**config.mk**
```make
export PLATFORM = sky130hd
export DESIGN_NAME = scmm_mag
export DESIGN_NICKNAME = d
export VERILOG_FILES = /design/src/rtl/core/scmm_pkg.sv /design/src/rtl/core/scmm_mag.sv
export SDC_FILE = /design/constraint.sdc
export NUM_CORES = 2
export LEC_CHECK = 0
export ABC_AREA = 1
export BUFFER_PORTS_ARGS = -buffer_cell sky130_fd_sc_hd__buf_2
export CAP_MARGIN = 10
export CORE_MARGIN = 4
export CORE_UTILIZATION = 60
export DETAILED_ROUTE_END_ITERATION = 16
export PLACE_DENSITY = 0.78
export SLEW_MARGIN = 15
export SYNTH_ARGS = -nofsm -noshare
export SYNTH_HDL_FRONTEND = slang
export SYNTH_SLANG_ARGS = --single-unit
export TNS_END_PERCENT = 30
```
**constraint.sdc**
```tcl
create_clock -name clk -period 21 [get_ports clk]
set_input_delay 4.2 -clock clk [delete_from_list [all_inputs] [get_ports clk]]
set_output_delay 4.2 -clock clk [all_outputs]
set_load 0.02 [all_outputs]
```
**src/rtl/core/scmm_pkg.sv**
```systemverilog
package scmm_pkg;

	localparam int ACC_W = 40;
	localparam int VAL_W = 16;
	localparam int ROW_W = 6;
	localparam int SLOT_W = 11;

	localparam logic [1:0] KIND_COL_START = 2'd0;
	localparam logic [1:0] KIND_A_ENTRY   = 2'd1;
	localparam logic [1:0] KIND_B_ENTRY   = 2'd2;

	localparam logic [1:0] REG_ROW_COUNT   = 2'd0;
	localparam logic [1:0] REG_INNER_COUNT = 2'd1;
	localparam logic [1:0] REG_THRESHOLD   = 2'd2;

	localparam logic signed [ACC_W-1:0] ACC_MAX = {1'b0, {(ACC_W-1){1'b1}}};
	localparam logic signed [ACC_W-1:0] ACC_MIN = {1'b1, {(ACC_W-1){1'b0}}};

	// saturating add of a Q4.30 product term to a Q10.30 accumulator
	function automatic logic signed [ACC_W-1:0] sat_add(
		input logic signed [ACC_W-1:0] a,
		input logic signed [33:0] b
	);
		logic signed [ACC_W:0] s;
		s = {a[ACC_W-1], a} + {{(ACC_W-33){b[33]}}, b};
		if (s[ACC_W] != s[ACC_W-1])
			return s[ACC_W] ? ACC_MIN : ACC_MAX;
		return s[ACC_W-1:0];
	endfunction

endpackage

```
**src/rtl/core/scmm_mag.sv**
```systemverilog
// Squared magnitude with saturation to 64 bits, two register stages.
module scmm_mag (
	input  logic                          clk,
	input  logic signed [scmm_pkg::ACC_W-1:0] re,
	input  logic signed [scmm_pkg::ACC_W-1:0] im,
	output logic [63:0]                   mag
);
	import scmm_pkg::*;

	logic [ACC_W-1:0] abs_re, abs_im;
	logic [31:0] m_re_s1, m_im_s1;
	logic big_s1;
	logic [63:0] sq_re_s2, sq_im_s2;
	logic big_s2;
	logic [64:0] sum;

	assign abs_re = re[ACC_W-1] ? ACC_W'(-re) : ACC_W'(re);
	assign abs_im = im[ACC_W-1] ? ACC_W'(-im) : ACC_W'(im);

	always_ff @(posedge clk) begin
		m_re_s1 <= abs_re[31:0];
		m_im_s1 <= abs_im[31:0];
		big_s1  <= (abs_re[ACC_W-1:32] != '0) || (abs_im[ACC_W-1:32] != '0);
		sq_re_s2 <= 64'(m_re_s1) * 64'(m_re_s1);
		sq_im_s2 <= 64'(m_im_s1) * 64'(m_im_s1);
		big_s2   <= big_s1;
	end

	assign sum = {1'b0, sq_re_s2} + {1'b0, sq_im_s2};
	assign mag = (big_s2 || sum[64]) ? '1 : sum[63:0];

endmodule

```
==> reports/qor.yml <==
status:
  status: "complete, no violations"
synth:
  postSynthCellCount: 9418
  netlist.top_cell.by_area: "fa_1"
  synthArstFlopShare_pct: 0
  syn_area_um2: 73300
  avg_synthesized_cell_area_um2: 7.79
  yosysWarnings: 0
  synth_cell_types: 48
  ys.flop_type: "dfxtp_1"
  synth_edf_count: 0
  synth-seq-area-share_pct: 5.24
  synth.ff_latch_count: 192
  syn-num-nets: 11700
  synth_largest_type_area_fraction_pct: 43.3
  netlist_top_cells_area: "fa_1 43%, inv_1 15%, ha_1 11%"
timing:
  slew_headroom_pct: 29.8
  min_period_ns: 7.95
  setup_tns_ns: 0
  timing.clock.skew_ns: 0.0283
  rsz0062_at_grt: "no"
  period_share_pct: 37.9
  count_of_endpoints_failing_setup_in_the_final_report: 0
  tightestPinTransition_ns: 1.05
  timing_hold_violations_final: 0
  report.final.slew_viol_count: 0
  fmax_mhz: 126
cts:
  worst_setup_hold_path_clk_slew_ns: 0.10
  clock_tree.htree_level_count: 4
  hold_fix_buffers_cts: 0
  clock-sinks: 192
  buffer_levels_on_the_longest_clock_path: 2
  clock_latency_ns: 0.55
  cts_tree: "done"
  cts_buffer_count: 17
  clock-root-buffer: "clkbuf_16"
  cts_repair_resize_count: 0
  postCtsSetupRepairBufs: 0
global_routing:
  grt_busiest_layer: "met2"
  globalRouteTotalUtil_pct: 35.1
  use_met2_pct: 55.2
  grt_max_degree: 65
  first_global_vias: 63800
  initial_antenna_violation_count: 19
  grt.met3_usage_pct: 7.73
  grt_use_met1_pct: 46.5
  grt_first_pass_wirelength_um: 346000
  global_route.overflow_total: 0
setup_path:
  r2r-end: "sq_re_s2[44]"
  critical_path_peak_fanout: 64
  critical_path_depth: 13
  reg2reg_from: "m_re_s1[12]"
  cpMostUsedCell: "nand2_2"
  crit_chain: "ha_1 > nand2_2 > inv_2 > a21oi_2 > o21ai_1 > a21oi_4 > nand2_2 > nand2_2 > nand2_4 > nor2_8 > buf_4 > nand3_1 > buf_2"
  worst_path_dominant_cell_family: "buffers and inverters"
  r2r_cells: 24
  setup.worst_path.start_class: "register"
  critPathKind: "register to output port"
  worstPathBufferInverterCount: 3
  reg2reg_slack_ns: 13.08
  critical_path_arrival_ns: 3.75
  critical-path-max-stage-delay_ns: 0.77
  critPathLaunch: "sq_re_s2[27]"
  crit_end: "mag[26]"
  crit_path_top_delay_cell: "buf_4"
  endpoint_kind: "output port"
  critPathRequiredTime_ns: 16.80
min_path:
  hold_class: "register to register"
placed_design:
  routabilityCongestion: 1.09
  count_of_buffers_from_port_buffering: 144
  dp_hpwl_um: 184000
die:
  die_h_um: 358
  fp.dieW_um: 358
  placementRows: 128
  core_um2: 122000
  initial_core_util_pct: 60.3
  design.die.area_um2: 128000
  ioPinCount: 145
final_layout:
  fill_cells: 10600
  areaGrowthSynthToFinish_pct: 4.04
  finalNetCount: 11800
  final_layout_size_suffix_gt1_share_pct: 3.85
  multi_input_area_um2: 57600
  seq_area_um2: 3850
drt:
  detail-route-antenna-nets: 0
  wl_um: 214000
  vias: 59300
  routed_wire_length_per_instance_um: 19.4
  detailed_router_s_first_iteration_violation_count: 5102
  drt_first_pass_iters: 8
  route.detailed.vias_per_inst: 5.36
  detail_route.drc_violations: 0
flow_run:
  drv_cap: 0
==> synthesized netlist by cell type, types with 36 or more instances <==
library cell	instances
inv_1	2911
nand2_1	2059
fa_1	1586
ha_1	663
nor2_1	554
a21oi_1	263
nand3_1	216
dfxtp_1	192
clkbuf_1	184
o21ai_0	175
xor2_1	173
xnor2_1	71
o21bai_1	56
nor3_1	42
nand4_1	39
nand2_2	36
==> kinds of logic (layout without fill, tap and decap cells) <==
family,after synthesis,count (layout),share of synthesized area [%]
xor gates and xnor gates,244,244,2.91
DFF,192,192,5.24
and+or+nand+nor,3022,3022,16.6
AOI/OAI and AO/OA,572,572,4.41
buffers and inverters,3139,3158,16.2
other,0,5,0
adders and majority gates,2249,2249,54.6
==> cell usage in the layout, fill, tap and decap left out, types with 14 or more instances in the layout <==
cell	netlist	layout
dfxtp_1	192	190
inv_1	2911	2911
fa_1	1586	1586
nand3_2	30	30
ha_1	663	663
nand3_1	216	216
a21o_1	14	14
buf_2	1	144
xnor2_1	71	71
buf_4	0	63
o21bai_1	56	56
clkbuf_16	0	17
nand4_1	39	39
xor2_1	173	173
nor3_1	42	42
nand2_2	36	36
o21ai_0	175	175
a21oi_1	263	263
nor2_1	554	554
nand2_1	2059	2059
==> worst min path at each step <==
stage,depth (start not counted),slack (ns),end,start
2_1_floorplan,0,0.31,big_s2,big_s1
5_1_grt,0,0.36,big_s2,big_s1
6_report,0,0.34,big_s2,big_s1
3_5_place_dp,0,0.32,big_s2,big_s1
4_1_cts,0,0.34,big_s2,big_s1
3_3_place_gp,0,0.31,big_s2,big_s1
==> state kept, by name (all words and copies together), names as in the netlist <==
register and cells:
sq_re_s2 63, big_s1 1, big_s2 1, m_im_s1 32, sq_im_s2 63, m_re_s1 32
==> final cells by class <==
type | count | share of cell area [%]
multi-input combinational | 6087 | 75.5
inverter | 2919 | 14.4
sequential | 192 | 5.04
tap | 1625 | 2.66
timing repair buffer | 207 | 1.56
clock buffer | 17 | 0.557
clock inverter | 15 | 0.274
antenna | 5 | 0.0164
==> per-layer routing <==
| metal | up-vias | share of wire, % |
|---|---|---|
| met5 | - | 0.016 |
| met4 | 6 | 5.5 |
| met3 | 559 | 9.6 |
| met2 | 2738 | 45 |
| met1 | 29100 | 40 |
| li1 | 27000 | - |
==> worst register-to-register path: cells and delay by family, from the launching register on <==
kind	cells	cell delay, ns
flops	1	0.81
fa+ha+maj	9	4.40
simple gates	6	1.02
compound gates	3	0.86
buf+inv	6	0.70
==> stage by stage <==
stage	std cells	utilization, %	setup slack, ns	area [µm²]	hold slack (ns)
floorplan	9418	-	14.31	73300	0.310
global placement	11000	62.2	13.27	75700	0.311
detailed placement	11000	62.2	13.29	75700	0.315
CTS	11100	62.8	13.03	76300	0.340
global route	11100	62.8	12.86	76300	0.358
finish	11100	62.8	13.05	76300	0.339
Power is not shown: default switching activity piles up to over one toggle a cycle in this logic, so the estimate is an artifact.
